[src/rtl/core/psc_pkg.sv]
// ----------------------------------------------------------------------------
// psc_pkg
// Shared widths, codes and controller/datapath interface types for the probe
// slot cache.
// ----------------------------------------------------------------------------
package psc_pkg;

   localparam int DEFAULT_ENTRIES = 16;
   localparam int ID_W            = 16;
   localparam int STAMP_W         = 32;
   localparam int SLOT_W          = 4;
   localparam int BUDGET_W        = 5;

   localparam logic [STAMP_W-1:0]  FRAME_MAX      = 32'hFFFF_FFFE;
   localparam logic [BUDGET_W-1:0] RENDER_CNT_MAX = 5'd31;
   localparam logic [BUDGET_W-1:0] BUDGET_RESET   = 5'd1;

   localparam logic KIND_LOOKUP = 1'b0;
   localparam logic KIND_FRAME  = 1'b1;

   typedef struct packed {
      logic load;
      logic scan;
      logic finish;
   } psc_cmd_type;

   typedef struct packed {
      logic req_frame;
      logic scan_last;
      logic out_free;
   } psc_sts_type;

endpackage

[src/rtl/core/psc_ctrl.sv]
// ----------------------------------------------------------------------------
// psc_ctrl
// Sequencer for the probe slot cache: accept, scan, drain, finish; a frame tick skips the scan and drain.
// ----------------------------------------------------------------------------
module psc_ctrl (
   input  logic                 clock,
   input  logic                 reset,
   input  logic                 req_valid,
   output logic                 req_stall,
   input  psc_pkg::psc_sts_type sts,
   output psc_pkg::psc_cmd_type cmd
);
   import psc_pkg::*;

   typedef enum logic [1:0] {
      ST_IDLE,
      ST_SCAN,
      ST_DRAIN,
      ST_FINISH
   } state_type;

   state_type state_ff;
   state_type state_in;
   logic      accept;

   assign req_stall  = (state_ff != ST_IDLE);
   assign accept     = req_valid && (state_ff == ST_IDLE);
   assign cmd.load   = accept;
   assign cmd.scan   = (state_ff == ST_SCAN);
   assign cmd.finish = (state_ff == ST_FINISH) && sts.out_free;

   always_comb begin
      state_in = state_ff;
      case (state_ff)
         ST_IDLE: begin
            if (accept) begin
               state_in = sts.req_frame ? ST_FINISH : ST_SCAN;
            end
         end
         ST_SCAN: begin
            if (sts.scan_last) begin
               state_in = ST_DRAIN;
            end
         end
         ST_DRAIN: begin
            state_in = ST_FINISH;
         end
         ST_FINISH: begin
            if (sts.out_free) begin
               state_in = ST_IDLE;
            end
         end
         default: begin
            state_in = ST_IDLE;
         end
      endcase
   end

   always_ff @(posedge clock) begin
      if (reset) begin
         state_ff <= ST_IDLE;
      end else begin
         state_ff <= state_in;
      end
   end

endmodule

[src/rtl/core/psc_dpath.sv]
// ----------------------------------------------------------------------------
// psc_dpath
// Slot key and stamp memories, valid bits, scan compare, frame and render
// counters, and the result register.
// ----------------------------------------------------------------------------
module psc_dpath #(
   parameter int ENTRIES = psc_pkg::DEFAULT_ENTRIES
) (
   input  logic                          clock,
   input  logic                          reset,
   input  psc_pkg::psc_cmd_type          cmd,
   output psc_pkg::psc_sts_type          sts,
   input  logic                          req_kind,
   input  logic [psc_pkg::ID_W-1:0]      req_probe_id,
   input  logic                          req_pending,
   output logic                          rsp_valid,
   input  logic                          rsp_stall,
   output logic [psc_pkg::SLOT_W-1:0]    rsp_slot_index,
   output logic                          rsp_hit,
   output logic                          rsp_render_now,
   output logic                          rsp_pending_next,
   input  logic                          csr_wr_en,
   input  logic [psc_pkg::BUDGET_W-1:0]  csr_wr_data
);
   import psc_pkg::*;

   localparam int IDX_W = (ENTRIES > 1) ? $clog2(ENTRIES) : 1;
   localparam logic [IDX_W-1:0] LAST_IDX = IDX_W'(ENTRIES - 1);

   logic [ID_W-1:0]    key_mem [ENTRIES];
   logic [STAMP_W-1:0] stamp_mem [ENTRIES];
   logic [ENTRIES-1:0] valid_ff;

   logic               kind_ff;
   logic [ID_W-1:0]    id_ff;
   logic               pend_ff;
   logic [IDX_W-1:0]   idx_ff;

   logic               cmp_en_ff;
   logic [IDX_W-1:0]   cmp_idx_ff;
   logic               cmp_valid_ff;
   logic [ID_W-1:0]    cmp_key_ff;
   logic [STAMP_W-1:0] cmp_stamp_ff;

   logic               hit_ff;
   logic [IDX_W-1:0]   hit_idx_ff;
   logic               have_empty_ff;
   logic [IDX_W-1:0]   empty_idx_ff;
   logic               have_kick_ff;
   logic [IDX_W-1:0]   kick_idx_ff;
   logic [STAMP_W-1:0] kick_stamp_ff;

   logic [STAMP_W-1:0]  frame_ff;
   logic [BUDGET_W-1:0] renders_ff;
   logic [BUDGET_W-1:0] budget_ff;

   logic                rsp_valid_ff;
   logic [SLOT_W-1:0]   slot_out_ff;
   logic                hit_out_ff;
   logic                render_out_ff;
   logic                pend_out_ff;

   logic [IDX_W-1:0]        slot_sel;
   logic [IDX_W+SLOT_W-1:0] slot_ext;
   logic                    render;
   logic                    is_frame;
   logic                    out_free;

   assign out_free      = !rsp_valid_ff || !rsp_stall;
   assign is_frame      = (kind_ff == KIND_FRAME);
   assign sts.req_frame = (req_kind == KIND_FRAME);
   assign sts.scan_last = (idx_ff == LAST_IDX);
   assign sts.out_free  = out_free;

   assign slot_sel = hit_ff ? hit_idx_ff : (have_empty_ff ? empty_idx_ff : kick_idx_ff);
   assign slot_ext = {{SLOT_W{1'b0}}, slot_sel};
   assign render   = pend_ff && (renders_ff < budget_ff);

   // latch item, advance scan address
   always_ff @(posedge clock) begin
      if (cmd.load) begin
         kind_ff <= req_kind;
         id_ff   <= req_probe_id;
         pend_ff <= req_pending;
      end
      if (cmd.load) begin
         idx_ff <= '0;
      end else if (cmd.scan) begin
         idx_ff <= idx_ff + 1'b1;
      end
   end

   // memories: one read port for the scan, one write port at finish
   always_ff @(posedge clock) begin
      cmp_key_ff   <= key_mem[idx_ff];
      cmp_stamp_ff <= stamp_mem[idx_ff];
      cmp_valid_ff <= valid_ff[idx_ff];
      cmp_idx_ff   <= idx_ff;
      if (cmd.finish && !is_frame) begin
         stamp_mem[slot_sel] <= frame_ff;
         if (!hit_ff) begin
            key_mem[slot_sel] <= id_ff;
         end
      end
   end

   always_ff @(posedge clock) begin
      if (reset) begin
         valid_ff  <= '0;
         cmp_en_ff <= 1'b0;
      end else begin
         cmp_en_ff <= cmd.scan;
         if (cmd.finish && !is_frame) begin
            valid_ff[slot_sel] <= 1'b1;
         end
      end
   end

   // scan compare: first hit, first empty, oldest valid
   always_ff @(posedge clock) begin
      if (cmd.load) begin
         hit_ff        <= 1'b0;
         have_empty_ff <= 1'b0;
         have_kick_ff  <= 1'b0;
      end else if (cmp_en_ff && !hit_ff) begin
         if (cmp_valid_ff) begin
            if (cmp_key_ff == id_ff) begin
               hit_ff     <= 1'b1;
               hit_idx_ff <= cmp_idx_ff;
            end else if (!have_kick_ff || (cmp_stamp_ff < kick_stamp_ff)) begin
               have_kick_ff  <= 1'b1;
               kick_idx_ff   <= cmp_idx_ff;
               kick_stamp_ff <= cmp_stamp_ff;
            end
         end else if (!have_empty_ff) begin
            have_empty_ff <= 1'b1;
            empty_idx_ff  <= cmp_idx_ff;
         end
      end
   end

   // frame, render and budget counters
   always_ff @(posedge clock) begin
      if (reset) begin
         frame_ff   <= '0;
         renders_ff <= '0;
         budget_ff  <= BUDGET_RESET;
      end else begin
         if (csr_wr_en) begin
            budget_ff <= csr_wr_data;
         end
         if (cmd.finish) begin
            if (is_frame) begin
               if (frame_ff != FRAME_MAX) begin
                  frame_ff <= frame_ff + 1'b1;
               end
               renders_ff <= '0;
            end else if (render && (renders_ff != RENDER_CNT_MAX)) begin
               renders_ff <= renders_ff + 1'b1;
            end
         end
      end
   end

   // result register
   always_ff @(posedge clock) begin
      if (reset) begin
         rsp_valid_ff <= 1'b0;
      end else if (cmd.finish) begin
         rsp_valid_ff <= 1'b1;
      end else if (!rsp_stall) begin
         rsp_valid_ff <= 1'b0;
      end
   end

   always_ff @(posedge clock) begin
      if (cmd.finish) begin
         if (is_frame) begin
            slot_out_ff   <= '0;
            hit_out_ff    <= 1'b0;
            render_out_ff <= 1'b0;
            pend_out_ff   <= 1'b0;
         end else begin
            slot_out_ff   <= slot_ext[SLOT_W-1:0];
            hit_out_ff    <= hit_ff;
            render_out_ff <= render;
            pend_out_ff   <= !hit_ff || (pend_ff && !render);
         end
      end
   end

   assign rsp_valid        = rsp_valid_ff;
   assign rsp_slot_index   = slot_out_ff;
   assign rsp_hit          = hit_out_ff;
   assign rsp_render_now   = render_out_ff;
   assign rsp_pending_next = pend_out_ff;

endmodule

[src/rtl/core/probe_slot_cache_lru_core.sv]
// ----------------------------------------------------------------------------
// probe_slot_cache_lru_core
// Fully associative probe-to-slot table with frame-stamp LRU replacement and
// a per-frame render budget.
// ----------------------------------------------------------------------------
// A lookup scans the slot key and stamp memories one slot per cycle through
// a single registered read port, then drains the compare and writes the
// chosen slot and the result. A frame tick skips the scan and the drain and
// goes straight to the final step. A finished result sits in an output
// register; the next item is accepted once that result has moved into it,
// and a stalled output holds the block in its final step. The slot memories
// need no clearing pass after reset; only the valid bits are cleared.
// ----------------------------------------------------------------------------
module probe_slot_cache_lru_core #(
   parameter int ENTRIES = psc_pkg::DEFAULT_ENTRIES
) (
   input  logic                          clock,
   input  logic                          reset,
   input  logic                          req_valid,
   output logic                          req_stall,
   input  logic                          req_kind,
   input  logic [psc_pkg::ID_W-1:0]      req_probe_id,
   input  logic                          req_pending,
   output logic                          rsp_valid,
   input  logic                          rsp_stall,
   output logic [psc_pkg::SLOT_W-1:0]    rsp_slot_index,
   output logic                          rsp_hit,
   output logic                          rsp_render_now,
   output logic                          rsp_pending_next,
   input  logic                          csr_wr_en,
   input  logic [psc_pkg::BUDGET_W-1:0]  csr_wr_data
);
   import psc_pkg::*;

   psc_cmd_type cmd;
   psc_sts_type sts;

   psc_ctrl u_ctrl (
      .clock     (clock),
      .reset     (reset),
      .req_valid (req_valid),
      .req_stall (req_stall),
      .sts       (sts),
      .cmd       (cmd)
   );

   psc_dpath #(
      .ENTRIES (ENTRIES)
   ) u_dpath (
      .clock            (clock),
      .reset            (reset),
      .cmd              (cmd),
      .sts              (sts),
      .req_kind         (req_kind),
      .req_probe_id     (req_probe_id),
      .req_pending      (req_pending),
      .rsp_valid        (rsp_valid),
      .rsp_stall        (rsp_stall),
      .rsp_slot_index   (rsp_slot_index),
      .rsp_hit          (rsp_hit),
      .rsp_render_now   (rsp_render_now),
      .rsp_pending_next (rsp_pending_next),
      .csr_wr_en        (csr_wr_en),
      .csr_wr_data      (csr_wr_data)
   );

endmodule
[config.mk]
export PLATFORM = sky130hd
export DESIGN_NAME = probe_slot_cache_lru_core
export DESIGN_NICKNAME = d
export VERILOG_FILES = /design/src/rtl/core/psc_pkg.sv /design/src/rtl/core/psc_ctrl.sv /design/src/rtl/core/psc_dpath.sv /design/src/rtl/core/probe_slot_cache_lru_core.sv
export SDC_FILE = /design/constraint.sdc
export NUM_CORES = 1
export LEC_CHECK = 0
export BUFFER_PORTS_ARGS = -buffer_cell sky130_fd_sc_hd__buf_2
export CAP_MARGIN = 20
export CORE_MARGIN = 4
export CORE_UTILIZATION = 60
export DETAILED_ROUTE_END_ITERATION = 8
export PLACE_DENSITY_LB_ADDON = 0.25
export SLEW_MARGIN = 10
export SYNTH_ARGS = -nofsm -noshare
export SYNTH_HDL_FRONTEND = slang
export SYNTH_HIERARCHICAL = 1
export SYNTH_SLANG_ARGS = --single-unit
[constraint.sdc]
create_clock -name clock -period 5.95 [get_ports clock]
set_input_delay 1.19 -clock clock [delete_from_list [all_inputs] [get_ports clock]]
set_output_delay 1.19 -clock clock [all_outputs]
set_load 0.02 [all_outputs]
==> results, run 1 <==
- The clock tree from TritonCTS is built.
- Detailed placement finished with a half-perimeter wire length of 43000 um.
- The synthesized netlist cell count is 1766.
- The placer congestion estimate is between 0.7 and 0.8.
- The number of pins with negative max-slew slack in the final report was 0.
- The share of the clock period used by the worst path is 0.615.
- After synthesis, the netlist uses between 50 and 60 different library cells.
- The number of H-tree levels is 3.
- The xor/xnor cell area share of the yosys netlist is 0.00694.
- After detailed routing, the number of remaining DRC violations is 0.
- The number of cells in the finished layout apart from fillers is 2710.
- When the netlist entered floorplanning its net count stood at 1839.
- The final critical path time including I/O delays and setup is 3.66 ns.
- The average wire per standard cell is 27.7 um.
- The synthesized area is 36600 sq um.
- The proportion of synthesized chip area in sequential cells is 0.754.
- The number of max-cap violations is 0.
- The worst slew margin relative to its limit is 0.288.
- The number of antenna violations at the first check in global routing is 1.
- The worst min-delay path category is flop to flop.
- At the later pin of the worst-skew pair, clock insertion delay measures 0.65 ns.
- The synthesized area per cell is 20.7 sq um.
- Counting flops and latches in the post-synthesis netlist gives about 960.
- For this run, asynchronously set or reset flops after synthesis account for 0.
- For this block, the initial DRC count from the detailed router was 1684.
- The count of antenna-violating nets left after detailed routing is 0.
- Final hold analysis gives a worst-case slack of 0.440 ns.
- The buffer cell driving the clock tree root is sky130_fd_sc_hd__clkbuf_16.
- The most used flip-flop cell after synthesis is sky130_fd_sc_hd__edfxtp_1.
- The post-CTS setup-driven buffer insertion count is 0.
- After synthesis, the largest family of logic cells by area is multiplexers.
- STA classifies the critical path startpoint as a flop.
- The final number of hold-violating endpoints is 0.
- Measured along the x axis, the die boundary spans 255 um.
- The run finished with clean final reports.
- The first-pass GRT wire length is around 110000 um.
- The largest net degree at the start of global routing is around 130.
- The area share of the leading cell type in the synthesized netlist is 0.687.
- The die covers around 65000 sq um.
- The slack of the critical path is 2.29 ns.
- The number of placement rows is 90.
- Ranked by total cell area, the synthesized netlist is headed by sky130_fd_sc_hd__edfxtp_1 69%, sky130_fd_sc_hd__mux4_2 15%, sky130_fd_sc_hd__dfxtp_1 6.7%.
- The clock-pin slew on the worst setup and hold paths is 0.06 ns.
- After clock tree synthesis, the repair step resized 0 gates.
- The maximum vdd drop is 265 uV.
- The standby leakage power is 14.1 nW.
- The type of destination of the critical path is a flop.
- The overall routed net length is 75000 um.
- The setup clock skew after layout is ~0.02 ns.
- No sink is reached through more buffers than the 3 on the longest clock path.
- 37 I/O pins were placed.
- For this configuration, the core starts out at a cell density of 0.606.
- Clock tree synthesis inserted a total of 94 buffers.
- In this run the tool buffered the top-level ports with 36 buffer cells.
- Buffers inserted to repair hold after CTS numbered 0.
- The portion of synthesized area spent on multiplexers is 0.157.
- After floorplanning, the core was sized to cover just over 60000 sq um.
- In this run the register-to-register setup slack is roughly 2.3 ns.
- Summed over all layers, the global routing overflow is 0.
- The global-route usage over all layers is 0.238.
- Of the cells placed in the final design, the portion with a size suffix greater than 1 is 0.268.
- For the worst setup path, the data required time is 6.20 ns.
- The number of synthesized flops with an enable pin is 837.
- At the worst endpoint, the arrival time is 3.91 ns.
- Static timing analysis puts the maximum clock frequency at ~0.27 GHz.
- Timing analysis after detailed placement gives a worst setup slack of 1.77 ns.
- The adder-cell area share of the yosys netlist is 0.0154.
- After detailed routing, the number of vias per cell comes to about 6.4.
- The total vias in the final route is around 17000.
- The layout net count is 1921.
- The final setup violation count is 0.
- The share of synthesized cell area in and, or, nand and nor gates is 0.0338.
- The number of placed cells counting well taps is 2534.
- The first-pass iteration count of the detailed router is 8.
- The Yosys step of the flow raised 6 warnings.
- The critical setup path kind is flop to flop.
- The number of global-route vias before repair is 17800.
- For this design the ratio of total power to cell area is 370 nW/um^2.
- The post-synthesis compound-gate area fraction is 0.0172.
- Setup repair after global routing left no endpoint under its margin.
- The overall die height is 255 um.
- Summed over all instances, the cell type with the most area after synthesis is sky130_fd_sc_hd__edfxtp_1.
- The actual transition at the worst max-transition pin is 1.07 ns.
- Of all nets on the critical path, the largest fanout is 17.
- The area added between synthesis and finish is 11.4%.
- The clock net in this run drives a total of 959 sinks.
- The total negative slack for setup checks is 0 ns.
-- cells in the mapped netlist (all sizes together) (2+ instances only) --
cell type / n
edfxtp: 837
mux4: 245
dfxtp: 122
inv: 63
nor2: 58
clkbuf: 49
ha: 45
a21oi: 44
nand2: 36
buf: 27
o21ai: 23
or3: 21
xor2: 19
nand4: 15
nor4: 14
and4: 13
mux2i: 13
nand3: 12
nor3: 12
or2: 11
xnor2: 10
nor2b: 9
mux2: 8
nand2b: 8
a211oi: 6
and3: 6
o21ba: 6
a31oi: 5
and2: 5
o31ai: 3
nand3b: 2
o211ai: 2
o22ai: 2
o31a: 2
or4: 2
-- stage by stage --
step	power (mW)	utilization	area, sq um
after floorplan	9.11	-	36600
final	15.1	0.675	40700
after detailed placement	9.64	0.626	37800
after CTS	15.2	0.675	40700
after global placement	9.59	0.625	37700
after global routing	15.6	0.675	40700
-- where the power goes --
part	switching [mW]	leakage, nW	internal, mW
registers	0.310	9.69	7.55
clock network	2.41	1.45	3.21
logic	0.810	2.95	0.793
-- registers in the layout (all words and copies together) (netlist names), 2 cells and up --
| signal | cells |
|---|---|
| u_dpath/stamp_mem | 512 |
| u_dpath/key_mem | 256 |
| u_dpath/cmp_stamp_ff | 32 |
| u_dpath/frame_ff | 32 |
| u_dpath/kick_stamp_ff | 32 |
| u_dpath/cmp_key_ff | 16 |
| u_dpath/id_ff | 16 |
| u_dpath/valid_ff | 16 |
| u_dpath/budget_ff | 5 |
| u_dpath/renders_ff | 5 |
| u_dpath/cmp_idx_ff | 4 |
| u_dpath/empty_idx_ff | 4 |
| u_dpath/hit_idx_ff | 4 |
| u_dpath/idx_ff | 4 |
| u_dpath/kick_idx_ff | 4 |
| u_dpath/rsp_slot_index | 4 |
| u_ctrl/state_ff | 2 |
-- cells by family after synthesis --
family | count (synthesis)
flip-flops | 959
AND/OR/NAND/NOR | 226
buffers and inverters | 139
AO/OA/AOI/OAI | 102
XOR/XNOR | 29
multiplexers | 266
adder cells (fa/ha/maj) | 45
-- cell usage in the layout (no fill, tap or decap), types with 19 or more instances in the layout --
master / Yosys / layout
sky130_fd_sc_hd__clkbuf_1: 49 / 30
sky130_fd_sc_hd__nand2_1: 36 / 36
sky130_fd_sc_hd__inv_1: 62 / 52
sky130_fd_sc_hd__a21oi_1: 44 / 44
sky130_fd_sc_hd__buf_4: 5 / 21
sky130_fd_sc_hd__clkbuf_16: 0 / 96
sky130_fd_sc_hd__nor2_1: 58 / 42
sky130_fd_sc_hd__dfxtp_1: 122 / 118
sky130_fd_sc_hd__buf_2: 16 / 37
sky130_fd_sc_hd__ha_1: 45 / 45
sky130_fd_sc_hd__o21ai_0: 23 / 23
sky130_fd_sc_hd__xor2_1: 19 / 19
sky130_fd_sc_hd__or3_1: 20 / 20
sky130_fd_sc_hd__mux4_2: 245 / 245
sky130_fd_sc_hd__edfxtp_1: 837 / 837
-- metal layers --
layer	GRT usage	vias up	share of wire
met5	0	-	0.00020
li1	-	7369	-
met3	0.0406	131	0.065
met4	0.0725	2	0.028
met2	0.395	664	0.51
met1	0.335	9136	0.40
-- path summary, 6_finish.rpt --
path	startpoint	to	cells after the start
worst max register to register	u_dpath/hit_ff	u_dpath/key_mem[1][7]	5
worst max-delay path	u_dpath/hit_ff	u_dpath/key_mem[1][7]	5
worst min register to register	u_dpath/cmp_stamp_ff[26]	u_dpath/kick_stamp_ff[26]	0
worst min-delay path	u_dpath/cmp_stamp_ff[26]	u_dpath/kick_stamp_ff[26]	0
-- worst max-delay path, stage by stage, from the launching register on --
cell and delay (ns):
sky130_fd_sc_hd__dfxtp_1 0.87, sky130_fd_sc_hd__inv_2 0.26, sky130_fd_sc_hd__mux2i_1 0.38, sky130_fd_sc_hd__nand3b_1 0.46, sky130_fd_sc_hd__or2_2 0.50, sky130_fd_sc_hd__nor2_2 0.79
-- cell type report --
cell class	instances	area (sq um)
diodes	1	2.50
clock buffers	140	2710
clock inverters	35	274
fillers	3742	19600
inverters	63	236
multi-input cells	668	8530
flip-flops and latches	959	27600
well taps	782	978
repair buffers	62	423
Note: power is estimated with default switching activity, not from simulation.
==> inputs of run 2 (changes only) <==
==> constraint.sdc (replaced) <==
create_clock -name clock -period 3.83 [get_ports clock]
set_input_delay 0.766 -clock clock [delete_from_list [all_inputs] [get_ports clock]]
set_output_delay 0.766 -clock clock [all_outputs]
set_load 0.02 [all_outputs]
==> run 2 against run 1 <==
Against the previous run: non-clock buffer count up 35; combinational power grew 61%; sequential power rose by 54%; count of clock-buffer cells in the layout fell by 23; sequential share of layout area is 0.81 points lower; first-iteration DRC count is 2.3% lower; fmax grew 11%.
==> results, run 2 (same netlist as run 1, synthesis figures left out) <==
- The flow ran to the end, and the final reports show no timing, DRC or antenna violations.
- The minimum hold slack is 0.313 ns (-0.127 ns).
- The sort of element at the start of the critical path is a flop.
- The remaining global-route overflow is 0 (unchanged).
- In the final layout, the registers with the most flip-flops are u_dpath/stamp_mem x512, u_dpath/key_mem x256.
- The layout net count is 1953 (+1.7%).
- The actual transition at the worst max-transition pin is 1.07 ns (+0.00129 ns).
- The post-CTS setup-driven buffer insertion count is 0 (unchanged).
- The clock-pin slew on the worst setup and hold paths is 0.06 ns (about the same).
- The first-pass iteration count of the detailed router came to 7 (-1).
- The maximum clock rate is 0.303 GHz (+11%).
- The count of input and output buffers is 36 (unchanged).
- The placer congestion estimate was 0.811 (+4.6%).
- The power per cell area was 573 nW/um^2 (+55%).
- The total of fill cells in the finished design came to 3682 (-1.6%).
- The number of flip-flops under the largest register name is 512 (unchanged).
- The overall die area came to 65000 sq um (unchanged).
- The first-pass GRT wire length came to 116000 um (+2.3%).
- The number of H-tree levels is 3 (unchanged).
- The count of antenna-violating nets left after detailed routing is 0 (unchanged).
- The family of cells with the greatest summed delay on the critical path is buffers and inverters.
- The worst setup path is of the flop to flop kind.
- The number of placement rows is 90 (unchanged).
- The biggest cell delay along the critical path is 0.91 ns (+0.04 ns).
- The number of placed cells counting well taps is 2569 (+1.4%).
- The clock sink count is 959 (unchanged).
- The count of boundary I/O pins is 37 (unchanged).
- The effective utilization at floorplan is 0.606 (unchanged).
- The placeable core region came to 60400 sq um (unchanged).
- The overall routed net length is 75600 um (+0.73%).
- The global-route usage over all layers was 0.242 (+0.00352).
- The arrival time of data at the critical path endpoint is 3.63 ns (-0.28 ns).
- The total area of multi-input combinational cells was 8530 sq um (about the same).
- The maximum vdd drop was 536 uV (+100%).
- The worst path buffer plus inverter count is 3 (+2).
- The number of max-cap violations is 0 (unchanged).
- The buffer cell driving the clock tree root is sky130_fd_sc_hd__clkbuf_16.
- The number of cells in the finished layout apart from fillers is 2741 (+1.1%).
- The clock latency at the later pin of the worst-skew pair was 0.63 ns (-0.02 ns).
- The worst min-delay path category is primary input to flop.
- STA classifies the critical path endpoint as a flop.
- The setup clock skew after layout was 0.0185 ns (-0.00163 ns).
- The standby leakage power is 14.3 nW (+1.8%).
- The overall die height was 255 um (unchanged).
- The total negative slack for setup checks came to 0 ns (unchanged).
- The launch instance of the worst min-delay path is req_probe_id[2].
- The mean number of vias per cell is 6.35 (-0.47%).
- The total DRC errors in the routed layout is 0 (unchanged).
- The combined flip-flop and latch cell area is 27600 sq um (unchanged).
- The critical path required time came to 4.16 ns (-2.04 ns).
- The area added between synthesis and finish is 12.7%.
- The share of final-layout standard cells stronger than drive strength 1 is 0.280 (+0.0125).
- The share of the clock period used by the worst path is 0.862 (+0.247).
- The final number of hold-violating endpoints is 0 (unchanged).
- Traced cell by cell, the critical path runs through inv_2 -> mux2i_1 -> nand3_1 -> or2_2 -> inv_2 -> buf_4.
- The final setup violation count is 0 (unchanged).
- The number of pins with negative max-slew slack in the final report came to 0 (unchanged).
- The maximum number of buffers from clock root to sink is 3 (unchanged).
- The final HPWL from detailed placement is 42200 um (-1.8%).
- The total vias in the final route is 17400 (+0.67%).
- The worst slew margin relative to its limit is 0.288 (about the same).
- The cell seen most often among critical-path stages is sky130_fd_sc_hd__inv_2.
- The number of global-route vias before repair is 18300 (+2.6%).
- The startpoint identified for the worst register-to-register timing path is u_dpath/hit_ff.
- The final critical path time including I/O delays and setup is 3.30 ns (-0.357 ns).
- The library cells used most frequently in the layout, excluding fill and tap cells, are 837 x sky130_fd_sc_hd__edfxtp_1, 245 x sky130_fd_sc_hd__mux4_2, 118 x sky130_fd_sc_hd__dfxtp_1, 95 x sky130_fd_sc_hd__clkbuf_16, 52 x sky130_fd_sc_hd__inv_1.
- The number of design-rule violations left by the first detailed-router iteration was 1645 (-2.3%).
- The register bank with the most flops is u_dpath/stamp_mem.
- The critical path startpoint is u_dpath/hit_ff.
- The slowest stage of the critical path is the sky130_fd_sc_hd__dfxtp_1 cell.
- The total of cells resized after clock tree synthesis is 0 (unchanged).
- The largest net degree at the start of global routing is 67 (-50%).
- The library cell used most frequently in the layout, excluding fill and tap cells, is sky130_fd_sc_hd__edfxtp_1.
- The die boundary width is 255 um (unchanged).
- The average wire per standard cell was 27.6 um (-0.41%).
- The clock tree from TritonCTS is built.
- The number of buffers created by CTS is 91 (-3.2%).
- The number of antenna violations at the first check in global routing is 1 (unchanged).
- Setup repair after global routing left no endpoint under its margin.
- The number of buffers inserted by hold repair at cts is 0 (unchanged).
- The highest net fanout along the worst path is 17 (unchanged).
- The count of inserted antenna diode cells is 0 (-1).
-- run 2: changes by cell type in the layout (fill, tap and decap cells not counted), sizes merged --
cell / before / now
buf: 62 / 97
clkbuf: 140 / 117
clkinv: 28 / 40
bufinv: 1 / 9
clkinvlp: 3 / 2
diode: 1 / 0
inv: 66 / 67
-- run 2: layout make-up --
cell class,count,share of cell area
tap,782,0.0237
timing repair buffer,97,0.0215
clock buffer,117,0.0601
multi-input combinational,668,0.207
inverter,63,0.00574
clock inverter,55,0.0127
sequential,959,0.669
-- run 2: stage by stage --
stage	setup slack, ns	instance area, sq um	power [mW]	utilization
global placement	0.643	38200	14.9	0.633
global route	0.380	41200	24.5	0.683
CTS	0.557	41200	23.8	0.683
detailed placement	0.562	38200	14.9	0.633
finish	0.529	41200	23.6	0.683
floorplan	0.126	36600	14.2	-
-- run 2: routing by layer --
metal / GRT usage / share of wire / vias up
met5: 0 / 0 / -
met4: 0.0656 / 0.026 / 0
met3: 0.0359 / 0.061 / 113
met2: 0.415 / 0.52 / 658
met1: 0.334 / 0.39 / 9214
li1: - / - / 7433
-- run 2: worst reg2reg max path: stages (launching register included) --
cell	delay, ns
sky130_fd_sc_hd__dfxtp_1	0.91
sky130_fd_sc_hd__inv_2	0.26
sky130_fd_sc_hd__mux2i_1	0.40
sky130_fd_sc_hd__nand3_1	0.30
sky130_fd_sc_hd__or2_2	0.42
sky130_fd_sc_hd__inv_2	0.40
sky130_fd_sc_hd__buf_4	0.31
-- run 2: worst paths after layout --
path                              end  slack [ns]  cells past startpoint
max          u_dpath/stamp_mem[4][13]        0.53                      6
min                  u_dpath/id_ff[2]        0.31                      1
max reg2reg  u_dpath/stamp_mem[4][13]        0.53                      6
min reg2reg  u_dpath/kick_stamp_ff[0]        0.44                      0
-- run 2: power by group --
part	switching [mW]	internal, mW
combinational	1.28	1.28
clock	3.73	5.20
sequential	0.388	11.7
total	5.40	18.2
